### config.mk
export PLATFORM = sky130hd
export DESIGN_NAME = spa_ram
export DESIGN_NICKNAME = d
export VERILOG_FILES = /design/src/rtl/spa_ram.sv
export SDC_FILE = /design/constraint.sdc
export NUM_CORES = 2
export LEC_CHECK = 0
export BUFFER_PORTS_ARGS = -buffer_cell sky130_fd_sc_hd__buf_2
export CAP_MARGIN = 5
export CELL_PAD_IN_SITES_DETAIL_PLACEMENT = 1
export CELL_PAD_IN_SITES_GLOBAL_PLACEMENT = 1
export CORE_MARGIN = 2
export CORE_UTILIZATION = 42
export CTS_BUF_LIST = sky130_fd_sc_hd__clkbuf_2 sky130_fd_sc_hd__clkbuf_4 sky130_fd_sc_hd__clkbuf_8
export CTS_CLUSTER_SIZE = 10
export DETAILED_ROUTE_END_ITERATION = 16
export PLACE_DENSITY = 0.75
export SETUP_SLACK_MARGIN = 0.4
export SLEW_MARGIN = 40
export SYNTH_ARGS = -nofsm -noshare
export SYNTH_HDL_FRONTEND = slang
export SYNTH_SLANG_ARGS = --single-unit
export TNS_END_PERCENT = 100
### constraint.sdc
create_clock -name clock -period 2.1 [get_ports clock]
set_input_delay 0.105 -clock clock [delete_from_list [all_inputs] [get_ports clock]]
set_output_delay 0.105 -clock clock [all_outputs]
set_load 0.005 [all_outputs]
### src/rtl/spa_ram.sv
module spa_ram #(
   parameter int WIDTH = 8,
   parameter int DEPTH = 256
) (
   input  logic                     clock,
   input  logic                     we,
   input  logic [$clog2(DEPTH)-1:0] waddr,
   input  logic [WIDTH-1:0]         wdata,
   input  logic [$clog2(DEPTH)-1:0] raddr,
   output logic [WIDTH-1:0]         rdata
);

   logic [WIDTH-1:0] mem_ff [DEPTH];
   logic [WIDTH-1:0] rdata_ff;

   always_ff @(posedge clock) begin
      if (we) begin
         mem_ff[waddr] <= wdata;
      end
      rdata_ff <= mem_ff[raddr];
   end

   assign rdata = rdata_ff;

endmodule

### Yosys cells after proc, flatten, opt, wreduce, memory -nomap -nowiden

Memory sizes are Yosys's and may differ from the RTL's. A register that Yosys moved wholly into a read port is not among the register bits.
Cells that the tools add are included.

| storage, ports and cells | value |
|---|---|
| memories kept | 1 |
| register bits after elaboration | 0 |
| memory bits (writable) | 2048 |
| output and inout bits | 8 |
| input bits | 26 |
| logic and storage cells | 3 |

Memories:

| memory | words | width | rd ports | clocked after memory_dff | wr ports | line | source |
|---|---|---|---|---|---|---|---|
| mem_ff | 256 | 8 | 1 | 1 | 1 | 13 | `logic [WIDTH-1:0] mem_ff [DEPTH];` |

| cells by class | value |
|---|---|
| multiplexer cells | 2 |

Operators by type and width:

| operator | count |
|---|---|
| 1-bit 2-to-1 mux | 2 |

### Longest topological paths before layout

| logic depth | value |
|---|---|
| depth in word-level cells | 2 |
| gate-level depth with buffers | 11 |
| depth with buffers taken out | 6 |

### Worst setup path before layout

OpenSTA, ideal clock, no wires.

| timing | value |
|---|---|
| path kind | input -> register |
| from | input port raddr[0] |
| to | register rdata_ff[2], in the netlist rdata[2], read port of mem_ff |
| buffers on the path | 4 |
| setup time | 0.131 ns |
| slack | 0.057 ns |
| arrival | 1.912 ns |
| cell stages on the path | 9 |
| data required time | 1.969 ns |
| cells stage by stage | buf_6 buf_12 buf_8 buf_2 mux4_2 a22oi_1 a21oi_1 nor4_1 nor4_2 |

RTL lines:

| element | line | source |
|---|---|---|
| start: declaration | 9 | `input logic [$clog2(DEPTH)-1:0] raddr,` |
| end: declaration | 14 | `logic [WIDTH-1:0] rdata_ff;` |

==> flow_summary.yaml <==
finish:
  area_delta_synth_final_pct: 19.1
  finalNetCount: 4563
  seq_area_um2: 61700
  design_area_um2: 94800
  multiInputGateArea_um2: 17300
  nFillCells: 16967
  drive_gt1_share_pct: 37.8
cts:
  clk_latency_ns: 1.03
  cts.clk_slew.worst_paths_ns: 0.07
  h-tree-depth: 5
  clock_sinks: 2056
  cts_setup_buffers: 0
  clock_path_buffers: 4
  root_buffer: "clkbuf_8"
  cts_tree: "built"
  numCtsBuffers: 340
run:
  drv_cap: 0
die:
  start_util_pct: 42.3
  pin_count: 34
  core_um2: 188000
  rows: 159
  dieArea_um2: 193000
  die_y_um: 439
  die_w_um: 439
place:
  portBuffers: 33
  pre_cts_slack_ns: -1.43
  placed_cell_area_um2: 87600
  place.gp.congestion: 0.848
  hpwl_um: 146000
hold_path:
  worstHoldPathType: "input port to flop"
  hold_depth: 6
sta:
  hold_ws_ns: 0.0954
  slew_headroom_pct: 40.1
  fmax_ghz: 0.440
  fin_crit_ns: 2.27
  setup_tns_ns: -0.748
  slew_violations: 0
  hold_viol_final: 0
  setup_ws_ns: -0.173
  worst_pin_slew_ns: 0.899
  setup_violations: 8
  rsz0062_at_grt: "yes"
  fin_crit_sh_pct: 108
  fin_worst_skew_ns: 0.0737
synth:
  ys_ff_latch: 2056
  synth_cells: 3733
  synthFlopType: "edfxtp_1"
  syn_area_um2: 79600
  syn_nets: 3759
  async_reset_ff_share_pct: 0
  avgSynthCellArea_um2: 21.3
  synth-edff-count: 2048
  ys_warn_count: 0
  seq_area_frac_synth_pct: 77.5
  yosysUniqueCellTypes: 55
routing:
  routed_wl_um: 228000
  drc: 0
  postRouteAntennaNets: 0
  vias: 42995
  via_per_inst: 5.91
  drt-pass1-iter-count: 5
  drtIter0Drc: 5045
  wire_per_inst_um: 31.3
status:
  status: "finished, violations left"
  violations: "setup timing"
global_routing:
  antenna_found_initial: 6
  track_usage_pct: 23.7
  grt_overflow: 0
  grt_pass1_wl_um: 330000
  grt_max_degree: 84
  use_met1_pct: 30.6
  use_met3_pct: 4.10
  grt_pass1_vias: 46148
  top_usage_layer: "met2"
  met2_usage_pct: 38.9
critical_path:
  rr_worst_depth: 7
  cp-end-kind: "flop"
  cp-start-kind: "flop"
  cp.arrival_ns: 3.15
  worstSetupPathType: "flop to flop"
  critPathRequiredTime_ns: 2.98
  worst-path-max-fanout: 1
pwr:
  power.density_nw_per_um2: 892
  ir_worst_vdd_mv: 0.641
  leakage_nw: 30.6
  totalPowerFinal_mw: 84.6
## per-stage QoR
step | instances | utilization, %
4_1_cts | 7266 | 50.3
3_5_place_dp | 6666 | 46.6
5_1_grt | 7268 | 50.4
6_report | 7269 | 50.4
3_3_place_gp | 6666 | 46.6
2_1_floorplan | 3733 | -
## what timing repair did
item	4_1_cts	5_1_grt
hold buffers	24	0
pin swaps	15	15
resized for setup	66	29
endpoints found under the setup margin	16	55
hold endpoints to repair	2462	0
## where the power goes
part           internal (mW)  switching [mW]  total [mW]
Clock                   18.5            15.7        34.2
Combinational           1.98            3.03        5.00
Sequential              45.3           0.108        45.4
Total                   65.8            18.8        84.6
## cells in the final DEF, fill, tap and decap left out, drive strengths merged, types with 5 or more instances in the layout
| cell | Yosys | routed |
|---|---|---|
| o21ai | 12 | 12 |
| o32ai | 5 | 5 |
| a221oi | 14 | 14 |
| buf | 122 | 666 |
| a211oi | 16 | 16 |
| and2 | 6 | 6 |
| o211ai | 10 | 10 |
| nand3 | 34 | 34 |
| bufinv | 0 | 8 |
| edfxtp | 2048 | 2048 |
| nand2 | 33 | 33 |
| nor4 | 27 | 27 |
| o22ai | 28 | 28 |
| o221ai | 47 | 47 |
| clkinv | 1 | 99 |
| nand4 | 10 | 10 |
| nor3 | 22 | 22 |
| nand2b | 8 | 8 |
| nor2b | 31 | 31 |
| dfxtp | 8 | 8 |
| mux4 | 456 | 456 |
| a22o | 8 | 8 |
| a2111oi | 5 | 5 |
| clkbuf | 111 | 474 |
| o22a | 5 | 5 |
| a21oi | 96 | 96 |
| dlygate4sd3 | 0 | 23 |
| mux2i | 134 | 134 |
| nor2 | 282 | 282 |
| a22oi | 133 | 133 |
## area by class of cell
class | instances | area share (%)
sequential | 2056 | 65.1
multi-input combinational | 1442 | 18.2
timing repair buffer | 695 | 6.62
clock buffer | 469 | 6.07
tap | 2495 | 3.29
clock inverter | 107 | 0.683
inverter | 2 | 0.00792
antenna | 3 | 0.00792
## Yosys cell counts, drive strengths merged (6+ instances only)
library cell	instances	share of area [%]
nand2b	8	0.063
mux4	456	13
o221ai	47	0.53
o22ai	28	0.22
dfxtp	8	0.20
nor2b	31	0.24
a221oi	14	0.16
nor3	22	0.14
nand2	33	0.16
nand3	34	0.21
o21ai	12	0.075
a22oi	133	1.3
edfxtp	2048	77
mux2i	134	1.7
a22o	8	0.088
nor2	282	1.3
nor4	27	0.24
buf	122	1.3
a21oi	96	0.60
and2	6	0.047
clkbuf	111	0.52
a211oi	16	0.15
o211ai	10	0.094
nand4	10	0.079
## final timing paths
check	start	endpoint	slack, ns
min	waddr[2]	mem_ff[165][3]	0.1
max reg2reg	mem_ff[27][3]	rdata[3]	-0.17
min reg2reg	mem_ff[33][5]	rdata[5]	0.99
max	mem_ff[27][3]	rdata[3]	-0.17
## sequential cells by signal (all words and copies together), names as in the netlist
register / count
mem_ff: 2048
rdata: 8
## cell families after synthesis
logic type	after synthesis	share of synthesized area, %
AOI/OAI and AO/OA	385	3.42
buffers and inverters	235	1.83
muxes	591	14.6
DFF	2056	77.5
and+or+nand+nor	466	2.63
## worst max-delay path, cell delays in order (launching register included)
cell	delay, ns
edfxtp_1	0.37
mux4_2	0.48
a22o_1	0.26
a221oi_4	0.29
buf_6	0.16
o221ai_4	0.13
a211oi_4	0.38
nor4_2	0.09
## metal layers
layer | share of wire [%] | vias to the layer above
met5 | 0 | -
li1 | - | 17330
met2 | 50 | 2330
met4 | 5.1 | 0
met1 | 37 | 22753
met3 | 8.0 | 582
(Power assumes the default switching activity.)
