File: src/rtl/spa_pkg.sv
package spa_pkg;

   localparam int STORE_BYTES = 65536;
   localparam int ADDR_W = $clog2(STORE_BYTES);

   localparam logic [2:0] REG_WIDTH   = 3'd0;
   localparam logic [2:0] REG_HEIGHT  = 3'd1;
   localparam logic [2:0] REG_PITCH   = 3'd2;
   localparam logic [2:0] REG_DEPTH   = 3'd3;
   localparam logic [2:0] REG_MODE    = 3'd4;
   localparam logic [2:0] REG_MAXIMA  = 3'd5;
   localparam logic [2:0] REG_SHIFTS  = 3'd6;
   localparam logic [2:0] REG_PRESENT = 3'd7;

   typedef struct packed {
      logic       done;
      logic [7:0] quo;
   } div_res_type;

   // exact p/255 for any p up to 65279, where the quotient still fits in 8 bits
   function automatic logic [7:0] div255(input logic [15:0] p);
      logic [16:0] t;
      t = {1'b0, p} + {9'b0, p[15:8]} + 17'd1;
      return t[15:8];
   endfunction

endpackage

File: src/rtl/spa_div.sv
module spa_div (
   input  logic                clock,
   input  logic                reset,
   input  logic                go,
   input  logic [15:0]         num,
   input  logic [7:0]          den,
   output spa_pkg::div_res_type res
);

   logic        active_ff;
   logic        done_ff;
   logic [4:0]  cnt_ff;
   logic [7:0]  rem_ff;
   logic [15:0] q_ff;
   logic [7:0]  den_ff;
   logic [8:0]  trial;
   logic        fits;

   assign trial = {rem_ff, q_ff[15]};
   assign fits  = trial >= {1'b0, den_ff};

   always_ff @(posedge clock) begin
      if (reset) begin
         active_ff <= 1'b0;
         done_ff   <= 1'b0;
         cnt_ff    <= '0;
      end else begin
         done_ff <= 1'b0;
         if (go) begin
            active_ff <= 1'b1;
            cnt_ff    <= 5'd16;
            rem_ff    <= '0;
            q_ff      <= num;
            den_ff    <= den;
         end else if (active_ff) begin
            rem_ff <= fits ? 8'(trial - {1'b0, den_ff}) : trial[7:0];
            q_ff   <= {q_ff[14:0], fits};
            cnt_ff <= cnt_ff - 5'd1;
            if (cnt_ff == 5'd1) begin
               active_ff <= 1'b0;
               done_ff   <= 1'b1;
            end
         end
      end
   end

   assign res.done = done_ff;
   assign res.quo  = q_ff[7:0];

endmodule

File: config.mk
export PLATFORM = sky130hd
export DESIGN_NAME = spa_div
export DESIGN_NICKNAME = d
export VERILOG_FILES = /design/src/rtl/spa_pkg.sv /design/src/rtl/spa_div.sv
export SDC_FILE = /design/constraint.sdc
export NUM_CORES = 1
export LEC_CHECK = 0
export CAP_MARGIN = 20
export CORE_UTILIZATION = 58
export DETAILED_ROUTE_END_ITERATION = 8
export DONT_BUFFER_PORTS = 1
export GPL_TIMING_DRIVEN = 0
export PLACE_DENSITY = 0.74
export SETUP_SLACK_MARGIN = 0.1
export SLEW_MARGIN = 20
export SYNTH_ARGS = -nofsm -noshare
export SYNTH_HDL_FRONTEND = slang
export SYNTH_SLANG_ARGS = --single-unit
File: constraint.sdc
create_clock -name clock -period 3.1 [get_ports clock]
set_input_delay 0 -clock clock [delete_from_list [all_inputs] [get_ports clock]]
set_output_delay 0 -clock clock [all_outputs]
set_load 0.05 [all_outputs]
# == Yosys cells after proc, flatten, opt, wreduce, memory -nomap -nowiden ==
# Cells that the tools add are included.
# op_classes
addsub,2
n_eq_ne,1
n_lt_le_gt_ge,1
n_mux,10
bitwise,2
reduce_logical,5
# ops
cell,count
2-to-1 mux 16 bit,2
2-to-1 mux 8 bit,2
2-to-1 mux 5 bit,2
greater-or-equal comparator 9 x 8 -> 1 bit,1
subtractor 8 bit,1
"== test 5 x 1 -> 1 bit, second input constant",1
"subtractor 5 x 1 -> 5 bit, second input constant",1
2-to-1 mux 1 bit,4
AND reduction 2 bit,2
OR reduction 3 bit,1
inverter 1 bit,2
nonzero test 2 bit,1
OR reduction 2 bit,1
# totals
reg_bits,39
output_inout_bits,9

# == Depth between registers and ports, before layout ==
# Gate-level depths: netlist of the first run.
# depth
depth_word,4
ltp_mapped,9
ltp_nobuf,9

# == Least setup slack after synthesis of the first run ==
# OpenSTA, ideal clock, no wires.
# synth_timing
path_kind,register to register
start,register rem_ff[5]
end,register q_ff[0] (data pin)
setup_slack_ns,1.061
required_ns,2.840
period_less_slack_ns,2.039
arrival_time_ns,1.779
setup_time_ns,0.260
path_stages_with_launch,7
n_path_buf,0
cell_sequence,edfxtp_1 ha_1 a21o_1 a211oi_4 o211a_1 a21oi_4 mux2_2
# synth_via
elab_chain_cells,3
# synth_rtl
item,line_no,text
start: declaration,spa_div.sv:13,logic [7:0] rem_ff;
start signal: assignment,spa_div.sv:36,"rem_ff <= fits ? 8'(trial - {1'b0, den_ff}) : trial[7:0];"
greater-or-equal comparator 9 x 8 -> 1 bit,spa_div.sv:20,"assign fits = trial >= {1'b0, den_ff};"
2-to-1 mux 16 bit,spa_div.sv:35,end else if (active_ff) begin
2-to-1 mux 16 bit,spa_div.sv:29,if (go) begin
end signal: assignment,spa_div.sv:33,q_ff <= num;
end signal: assignment,spa_div.sv:37,"q_ff <= {q_ff[14:0], fits};"
end: declaration,spa_div.sv:14,logic [15:0] q_ff;
# Every way passes these cells. The select of a mux whose other input is x is not followed.
# A chain may end at the register's enable or synchronous reset.

# == Worst setup path after layout of the first run ==
# layout_timing
start,register rem_ff[3]
end,register rem_ff[7] (data pin)
# layout_via
elab_chain_cells,3
# layout_rtl
item,line_no
subtractor 8 bit or greater-or-equal comparator 9 x 8 -> 1 bit (tied branches),"spa_div.sv:36, spa_div.sv:20"
2-to-1 mux 8 bit (*),spa_div.sv:36
2-to-1 mux 8 bit (*),spa_div.sv:35
# Mark *: on every way between the ends. The rest lies on a longest branch, timed or not. The select of a mux whose other input is x is not followed.

==> results of run 1 <==
==> power by group through the flow <==
| stage | logic, mW | registers (mW) | clock network (mW) |
|---|---|---|---|
| after floorplan | 0.239 | 0.644 | 0 |
| after global placement | 0.271 | 0.649 | 0 |
| after detailed placement | 0.286 | 0.650 | 0 |
| after CTS | 0.312 | 0.638 | 0.251 |
| after global routing | 0.346 | 0.644 | 0.264 |
| final | 0.315 | 0.640 | 0.245 |
==> registers in the layout, summed over array words and instances, names as in the netlist <==
register   cells
q_ff          16
rem_ff         8
den_ff         8
cnt_ff         5
done_ff        1
active_ff      1
==> cell families (layout without fill, tap and decap cells) <==
family,Yosys count,in the layout,synth area share [%]
compound gates,24,24,8.89
xor+xnor,9,9,3.84
fa+ha+maj,11,11,7.06
buf+inv,27,61,6.58
flops,39,39,53.6
mux,22,22,11.8
simple gates,34,34,8.28
==> layout make-up <==
cell class	count	area, µm²	area share, %
Inverter	14	52.6	2.16
Clock buffer	8	48.8	2.01
Multi-Input combinational cell	100	821	33.8
Buffer	13	82.6	3.40
Timing Repair Buffer	26	265	10.9
Tap cell	46	57.6	2.37
Sequential cell	39	1100	45.3
==> per-layer routing <==
metal,track usage (%),up-vias,share of wire [%]
met2,42.2,36,52
met5,0,-,0
met4,13.0,0,3.2
met1,27.4,625,42
met3,5.88,13,3.4
li1,-,659,-
==> cell usage in the layout, fill, tap and decap left out, types with 7 or more instances in the layout <==
master,netlist,final
inv_1,14,14
ha_1,10,10
mux2_2,17,17
buf_4,9,9
a21oi_1,8,8
clkbuf_1,4,7
dlygate4sd3_1,0,25
nor2_1,15,14
edfxtp_1,32,32
xnor2_1,7,7
dfxtp_1,7,7
==> worst max-delay path, cell delays in order, from the launching register on <==
cell	delay (ns)
edfxtp_1	0.41
ha_1	0.40
a21o_1	0.24
or3_2	0.42
o22ai_1	0.16
a311oi_1	0.08
mux2i_1	0.21
nor2_1	0.06
==> what timing repair did <==
item,in CTS,in global routing
gates resized for setup,0,0
endpoints found under the hold margin,26,0
hold buffers,25,0
==> worst max-delay path by stage <==
stage	startpoint	end
after floorplan	rem_ff[5]	q_ff[0]
after global routing	rem_ff[3]	rem_ff[2]
after global placement	active_ff	q_ff[2]
after CTS	rem_ff[3]	rem_ff[7]
final	rem_ff[3]	rem_ff[7]
after detailed placement	rem_ff[3]	rem_ff[7]
==> results.json, run 1 <==
{
  "io_pins": 36,
  "cts_setup_buffers": 0,
  "setup_viol": 0,
  "cts_tree": "yes",
  "synth_cell_types": 34,
  "p_sw_mw": 0.347,
  "wl_um": 3840,
  "crit_required_ns": 3.19,
  "cts.sinks": 39,
  "pwr-share-comb_pct": 26.3,
  "switching_share_pct": 28.9,
  "worst_setup_path_start_kind": "register",
  "die_area_mm2": 0.00378,
  "r2r_cells": 7,
  "synth_nets": 204,
  "regToRegEndpoint": "rem_ff[7]",
  "grt_pass1_wl_um": 6290,
  "slew_violations": 0,
  "finalHoldWorstSlack_ns": 0.0712,
  "synth-seq-cells": 39,
  "hold_path.startpoint": "reset",
  "drive_gt1_share_pct": 18.5,
  "syn2layout_area_growth_pct": 18.2,
  "vias_per_cell": 5.42,
  "worst_slew_pin_slew_ns": 0.732,
  "period_minus_slack_ns": 2.23,
  "synth_top_area_share_pct": 46.8,
  "nFillCells": 248,
  "rsz0062_at_grt": "no",
  "endpoint_kind": "register",
  "ys_top_cells_by_count": "edfxtp_1, mux2_2, nor2_1",
  "tns_ns": 0,
  "cts_buffer_depth": 2,
  "post_dp_cell_area_mm2": 0.00213,
  "clk_pin_slew_ns": 0.10,
  "port_buffers": 0,
  "drt-initial-drc-count": 62,
  "start_util_pct": 61.1,
  "layout.cells.non_filler": 246,
  "antenna_found_initial": 0,
  "hold_depth": 2,
  "rows": 21,
  "p_total_mw": 1.20,
  "ys_seq_area_share_pct": 53.6,
  "avgSynthCellArea_um2": 12.4,
  "drc": 0,
  "rrSetupSlack_ns": 0.87,
  "post-place-ws_ns": 0.915,
  "htreeDepth": 2,
  "first_pass_iters": 4,
  "fin_skew_ns": 0.00654,
  "die_y_um": 61.5,
  "p_int_mw": 0.853,
  "dp_cells": 213,
  "nets": 237,
  "hold_class": "in2reg",
  "vdd_drop_max_mv": 0.400,
  "yosys.area.top_type": "edfxtp_1",
  "hpwl_um": 2550,
  "crit_fanout": 6,
  "clock_power_share_pct": 20.4,
  "grt_pass1_vias": 1383,
  "timing.rr.start": "rem_ff[3]",
  "synth_warnings": 0,
  "timing.final.crit_share_pct": 72.1,
  "fin_ws_ns": 0.866,
  "status": "completed",
  "drv_cap": 0,
  "design_area_mm2": 0.00243,
  "design.core.area_mm2": 0.00336,
  "pwr-share-seq_pct": 53.3,
  "hold_viol_final": 0,
  "async_flop_share_pct": 0,
  "diodes": 0,
  "vias": 1333,
  "powerDensity_mw_per_mm2": 494,
  "drt-wirelength-per-cell_um": 15.6,
  "track_usage_pct": 24.2,
  "gr-total-overflow": 0,
  "synth_edf_count": 32,
  "clk_latency_ns": 0.35,
  "gp_congestion": 0.801,
  "holdPathEnd": "cnt_ff[4]",
  "slew_headroom_pct": 51.0,
  "cts-buffers-inserted": 5,
  "netlist_area_mm2": 0.00205,
  "grt_start_max_net_pins": 14,
  "synth_flop_cell": "edfxtp_1",
  "ant_nets": 0,
  "fmax_mhz": 448,
  "root_buffer": "clkbuf_4",
  "p_leak_nw": 0.946,
  "critPathKind": "reg2reg",
  "worst_ep_arrival_time_ns": 2.33,
  "synth_most_common_cell": "edfxtp_1",
  "die_w_um": 61.5,
  "synth_cells": 166,
  "synth_area_leaders": "edfxtp_1, mux2_2, dfxtp_1, ha_1, buf_4",
  "final_util_pct": 72.2
}
Power figures use the tool's default switching activity.
==> run 2: changes to the inputs <==
ABC_AREA = 1   (was not set)
clock period = 2.1 ns   (was 3.1 ns; I/O delays follow)
==> run 2 against run 1 <==
Against the previous run:
- clock skew hardly changed
- first-iteration DRC count increased by 61%
- hold slack got worse by 0.065 ns
- register-to-register slack got worse by 0.62 ns
- sequential share of layout area decreased by 3.9 points
- synthesized cell count grew 57%
==> results.json, run 2 <==
{
  "track_usage_pct": 24.6,
  "die_w_um": 63.9,
  "worst_setup_path_start_kind": "register",
  "status": "completed",
  "vias": 1714,
  "timing.rr.start": "rem_ff[3]",
  "port_buffers": 0,
  "synth_edf_count": 32,
  "worst_slew_pin_slew_ns": 0.822,
  "largest_reg_flops": 16,
  "top_register": "q_ff",
  "synth_top_area_share_pct": 43.2,
  "endpoint_kind": "register",
  "wl_um": 4390,
  "nets": 332,
  "async_flop_share_pct": 0,
  "critical_path.startpoint": "rem_ff[3]",
  "diodes": 0,
  "fmax_mhz": 540,
  "die_y_um": 63.9,
  "synth_warnings": 0,
  "drc": 0,
  "netlist_area_mm2": 0.00222,
  "hpwl_um": 2860,
  "syn2layout_area_growth_pct": 19.4,
  "hold_viol_final": 0,
  "regToRegEndpoint": "q_ff[0]",
  "yosys.area.top_type": "edfxtp_1",
  "drive_gt1_share_pct": 13.2,
  "grt_pass1_wl_um": 7460,
  "grt_start_max_net_pins": 26,
  "synth-seq-cells": 39,
  "rrSetupSlack_ns": 0.25,
  "synth_cell_types": 33,
  "setup_viol": 0,
  "fin_skew_ns": 0.00661,
  "post_dp_cell_area_mm2": 0.00230,
  "final_cell_mix": "nand2_1, inv_1, edfxtp_1",
  "layout.cells.most_common": "nand2_1",
  "slew_violations": 0,
  "timing.final.crit_share_pct": 88.2,
  "gr-total-overflow": 0,
  "critPathCapture": "q_ff[0]",
  "drt-initial-drc-count": 100,
  "rows": 22,
  "slew_headroom_pct": 45.0,
  "ys_top_cells_by_count": "nand2_1, inv_1, edfxtp_1",
  "cts_tree": "yes",
  "cts_buffer_depth": 2,
  "crit_fanout": 5,
  "critPathKind": "reg2reg",
  "ant_nets": 0,
  "vias_per_cell": 5.00,
  "cts.sinks": 39,
  "die_area_mm2": 0.00409,
  "io_pins": 36,
  "cts-buffers-inserted": 5,
  "tns_ns": 0,
  "design.core.area_mm2": 0.00366,
  "synth_flop_cell": "edfxtp_1",
  "antenna_found_initial": 0,
  "start_util_pct": 60.8,
  "powerDensity_mw_per_mm2": 737,
  "avgSynthCellArea_um2": 8.52,
  "clk_pin_slew_ns": 0.07,
  "root_buffer": "clkbuf_8",
  "r2r_cells": 7,
  "period_minus_slack_ns": 1.85,
  "synth_area_leaders": "edfxtp_1, nand2_1, dfxtp_1, ha_1, inv_1",
  "cts.repair.resized": 0,
  "vdd_drop_max_mv": 0.791,
  "p_leak_nw": 1.25,
  "synth_most_common_cell": "nand2_1",
  "hold_class": "in2reg",
  "synth_cells": 261,
  "worst_ep_arrival_time_ns": 1.88,
  "gp_congestion": 0.796,
  "crit_required_ns": 2.13,
  "design_area_mm2": 0.00266,
  "drv_cap": 0,
  "ys_seq_area_share_pct": 49.5,
  "synth_nets": 299,
  "drt-wirelength-per-cell_um": 12.8,
  "clk_latency_ns": 0.29,
  "rsz0062_at_grt": "no",
  "grt_pass1_vias": 1665,
  "htreeDepth": 2,
  "top_regs": "q_ff x16, den_ff x8, rem_ff x8",
  "first_pass_iters": 4
}
[run 2: cell types whose count changed after synthesis, sizes merged, moves of 7 or more]
cell	change
nand3	+14
inv	+20
xnor2	-7
nand2	+93
nor2	+15
mux2	-17
[run 2: worst min path at each step]
stage	start	endpoint	slack, ns	cells after the start
floorplan	reset	cnt_ff[4]	0.07	1
global placement	reset	cnt_ff[4]	0.07	1
finish	go	cnt_ff[4]	0.007	2
global route	go	cnt_ff[4]	0.02	2
CTS	go	cnt_ff[4]	0.01	2
detailed placement	reset	done_ff	0.08	1
[run 2: cell type report]
cell class	count	area, µm²
timing repair buffer	26	260
buffer	13	86.3
tap	48	60.1
sequential	39	1100
inverter	35	131
multi-input combinational	174	917
fill	257	1000
clock buffer	8	100
[run 2: report_power, final]
group | switching [mW] | internal [mW] | total [mW] | leakage (nW)
Sequential | 0.0255 | 0.908 | 0.933 | 0.365
Clock | 0.249 | 0.300 | 0.548 | 0.0515
Combinational | 0.296 | 0.180 | 0.475 | 0.834
Total | 0.570 | 1.39 | 1.96 | 1.25
[run 2: worst max-delay path, stage by stage (launching register included)]
cell	delay [ns]
edfxtp_1	0.40
ha_1	0.38
nand2_1	0.09
nand2_1	0.07
inv_1	0.11
nand3_4	0.11
a21oi_2	0.32
o21ai_1	0.11
[run 2: what timing repair did]
| item | CTS | global route |
|---|---|---|
| hold buffers | 26 | 0 |
| hold endpoints to repair | 31 | 0 |
| buffers inserted | 0 | 0 |
| endpoints found under the setup margin | 0 | 0 |
[run 2: metrics by stage]
stage          setup WS, ns  util (%)  total power [mW]  instances  hold slack (ns)
4_1_cts               0.241      72.6              1.95        343           0.0136
5_1_grt               0.107      72.6              2.06        343           0.0154
2_1_floorplan         0.449         -              1.30        261           0.0694
3_3_place_gp          0.159      62.5              1.37        309           0.0716
3_5_place_dp          0.260      62.7              1.38        309           0.0802
6_report              0.249      72.6              1.96        343          0.00668
[run 2: logic make-up after synthesis]
kind of cell | Yosys count | synth area share (%)
AO/OA/AOI/OAI | 11 | 3.49
XOR/XNOR | 3 | 1.18
adder cells (fa/ha/maj) | 11 | 6.52
buffers and inverters | 48 | 9.79
flip-flops | 39 | 49.5
AND/OR/NAND/NOR | 149 | 29.5
[run 2: metal layers]
metal	vias up	global-route usage [%]	routed length, µm
met1	787	31.7	1950
met3	7	4.64	150
met4	0	8.52	60
met2	39	41.5	2230
li1	881	-	-
met5	-	0	0
==> run 3: changes to the inputs <==
CORE_UTILIZATION = 59   (was 58)
PLACE_DENSITY = 0.75   (was 0.74)
==> run 3 against run 2 <==
Against the previous run:
- non-clock buffer count increased by 1
- clock power increased by 33%
- clock-buffer cell count decreased by 2
- clock skew increased by 0.00086 ns
==> results.json, run 3 (synthesized netlist as in run 2, its figures left out) <==
{
  "cts_tree": "yes",
  "r2r_cells": 9,
  "vias": 1721,
  "cts.repair.resized": 0,
  "largest_reg_flops": 16,
  "io_pins": 36,
  "vdd_drop_max_mv": 0.842,
  "endpoint_kind": "register",
  "final_util_pct": 77.7,
  "slew_violations": 0,
  "rsz0062_at_grt": "no",
  "first_pass_iters": 4,
  "layout.cells.non_filler": 342,
  "gp_congestion": 0.780,
  "top_regs": "q_ff x16, den_ff x8, rem_ff x8",
  "wl_um": 4410,
  "hold_viol_final": 0,
  "slew_headroom_pct": 45.7,
  "drive_gt1_share_pct": 13.2,
  "track_usage_pct": 25.1,
  "tns_ns": 0,
  "design.core.area_mm2": 0.00347,
  "die_y_um": 63.4,
  "p_int_mw": 1.56,
  "drv_cap": 0,
  "gr-total-overflow": 0,
  "p_sw_mw": 0.579,
  "cts-buffers-inserted": 5,
  "clk_pin_slew_ns": 0.07,
  "critPathKind": "reg2reg",
  "setup_viol": 0,
  "status": "completed",
  "critical_path.startpoint": "rem_ff[5]",
  "pwr-share-comb_pct": 22.4,
  "drc": 0,
  "nets": 333,
  "clock_power_share_pct": 34.0,
  "design_area_mm2": 0.00270,
  "syn2layout_area_growth_pct": 21.2,
  "switching_share_pct": 27.0,
  "crit_required_ns": 2.15,
  "period_minus_slack_ns": 1.87,
  "timing.rr.start": "rem_ff[5]",
  "cts_buffer_depth": 2,
  "die_area_mm2": 0.00402,
  "grt_start_max_net_pins": 26,
  "drt-wirelength-per-cell_um": 12.9,
  "antenna_found_initial": 0,
  "regToRegEndpoint": "rem_ff[2]",
  "post_dp_cell_area_mm2": 0.00229,
  "powerDensity_mw_per_mm2": 795,
  "timing.final.crit_share_pct": 89.0,
  "ant_nets": 0,
  "port_buffers": 0,
  "final_cell_mix": "nand2_1, inv_1, edfxtp_1",
  "die_w_um": 63.4,
  "top_register": "q_ff",
  "layout.cells.most_common": "nand2_1",
  "root_buffer": "clkbuf_8",
  "worst_slew_pin_slew_ns": 0.812,
  "nFillCells": 242,
  "drt-initial-drc-count": 65,
  "fin_ws_ns": 0.232,
  "grt_pass1_wl_um": 7470,
  "grt_pass1_vias": 1688,
  "start_util_pct": 64.1,
  "vias_per_cell": 5.03,
  "pwr-share-seq_pct": 43.6,
  "p_leak_nw": 1.27,
  "cts.sinks": 39,
  "worst_setup_path_start_kind": "register",
  "dp_cells": 307,
  "hpwl_um": 2860,
  "fmax_mhz": 535,
  "hold_class": "in2reg",
  "worst_ep_arrival_time_ns": 1.92,
  "clk_latency_ns": 0.29,
  "critPathCapture": "rem_ff[2]",
  "crit_fanout": 6,
  "post-place-ws_ns": 0.259,
  "rrSetupSlack_ns": 0.23,
  "rows": 21,
  "htreeDepth": 2,
  "fin_skew_ns": 0.00746,
  "diodes": 0
}
[run 3: cell types whose count changed in the layout (fill, tap and decap cells not counted)]
| cell | change |
|---|---|
| clkbuf_8 | -2 |
| dlygate4sd3_1 | +1 |
| bufinv_16 | +2 |
[run 3: worst min-delay path by stage]
stage / start / end / slack (ns) / cells after the start
final: go / done_ff / 0.03 / 2
after global routing: go / done_ff / 0.03 / 2
after CTS: go / done_ff / 0.02 / 2
after detailed placement: reset / cnt_ff[4] / 0.08 / 1
after global placement: reset / cnt_ff[4] / 0.07 / 1
after floorplan: reset / cnt_ff[4] / 0.07 / 1
[run 3: critical path, cell delays in order (launching register included)]
cell and delay (ns):
edfxtp_1 0.40, ha_1 0.39, nand2_1 0.09, nand2_1 0.07, nand2_1 0.08, nand2_2 0.07
a21oi_4 0.24, nand2_4 0.11, nor2_1 0.12, nor2_1 0.07
[run 3: timing repair]
action	in CTS	in global routing
setup buffers	0	0
hold buffers	27	0
hold endpoints to repair	31	0
[run 3: metrics by stage]
step | total power, mW | hold WS, ns
global placement | 1.37 | 0.0712
detailed placement | 1.38 | 0.0789
floorplan | 1.30 | 0.0694
CTS | 2.14 | 0.0172
finish | 2.14 | 0.0253
global route | 2.25 | 0.0301
[run 3: area by class of cell]
type                    instances  area [µm²]  share of cell area (%)
flip-flops and latches         39        1100                    40.8
multi-input cells             174         917                    34.0
repair buffers                 27         270                    10.0
inverters                      35         131                    4.87
plain buffers                  13        86.3                    3.20
clock buffers                   6        72.6                    2.69
clock inverters                 2        60.1                    2.23
well taps                      46        57.6                    2.13
[run 3: power groups by stage]
stage,registers (mW),logic [mW],clock network [mW]
2_1_floorplan,0.943,0.359,0
3_3_place_gp,0.950,0.419,0
3_5_place_dp,0.950,0.428,0
4_1_cts,0.934,0.472,0.731
5_1_grt,0.941,0.533,0.774
6_report,0.935,0.480,0.728
[run 3: routing by layer]
metal	up-vias	GRT usage (%)	part of all wire, %
li1	884	-	-
met3	6	6.52	4.9
met4	0	9.38	1.5
met5	-	0	0
met1	781	31.0	45
met2	50	41.9	49
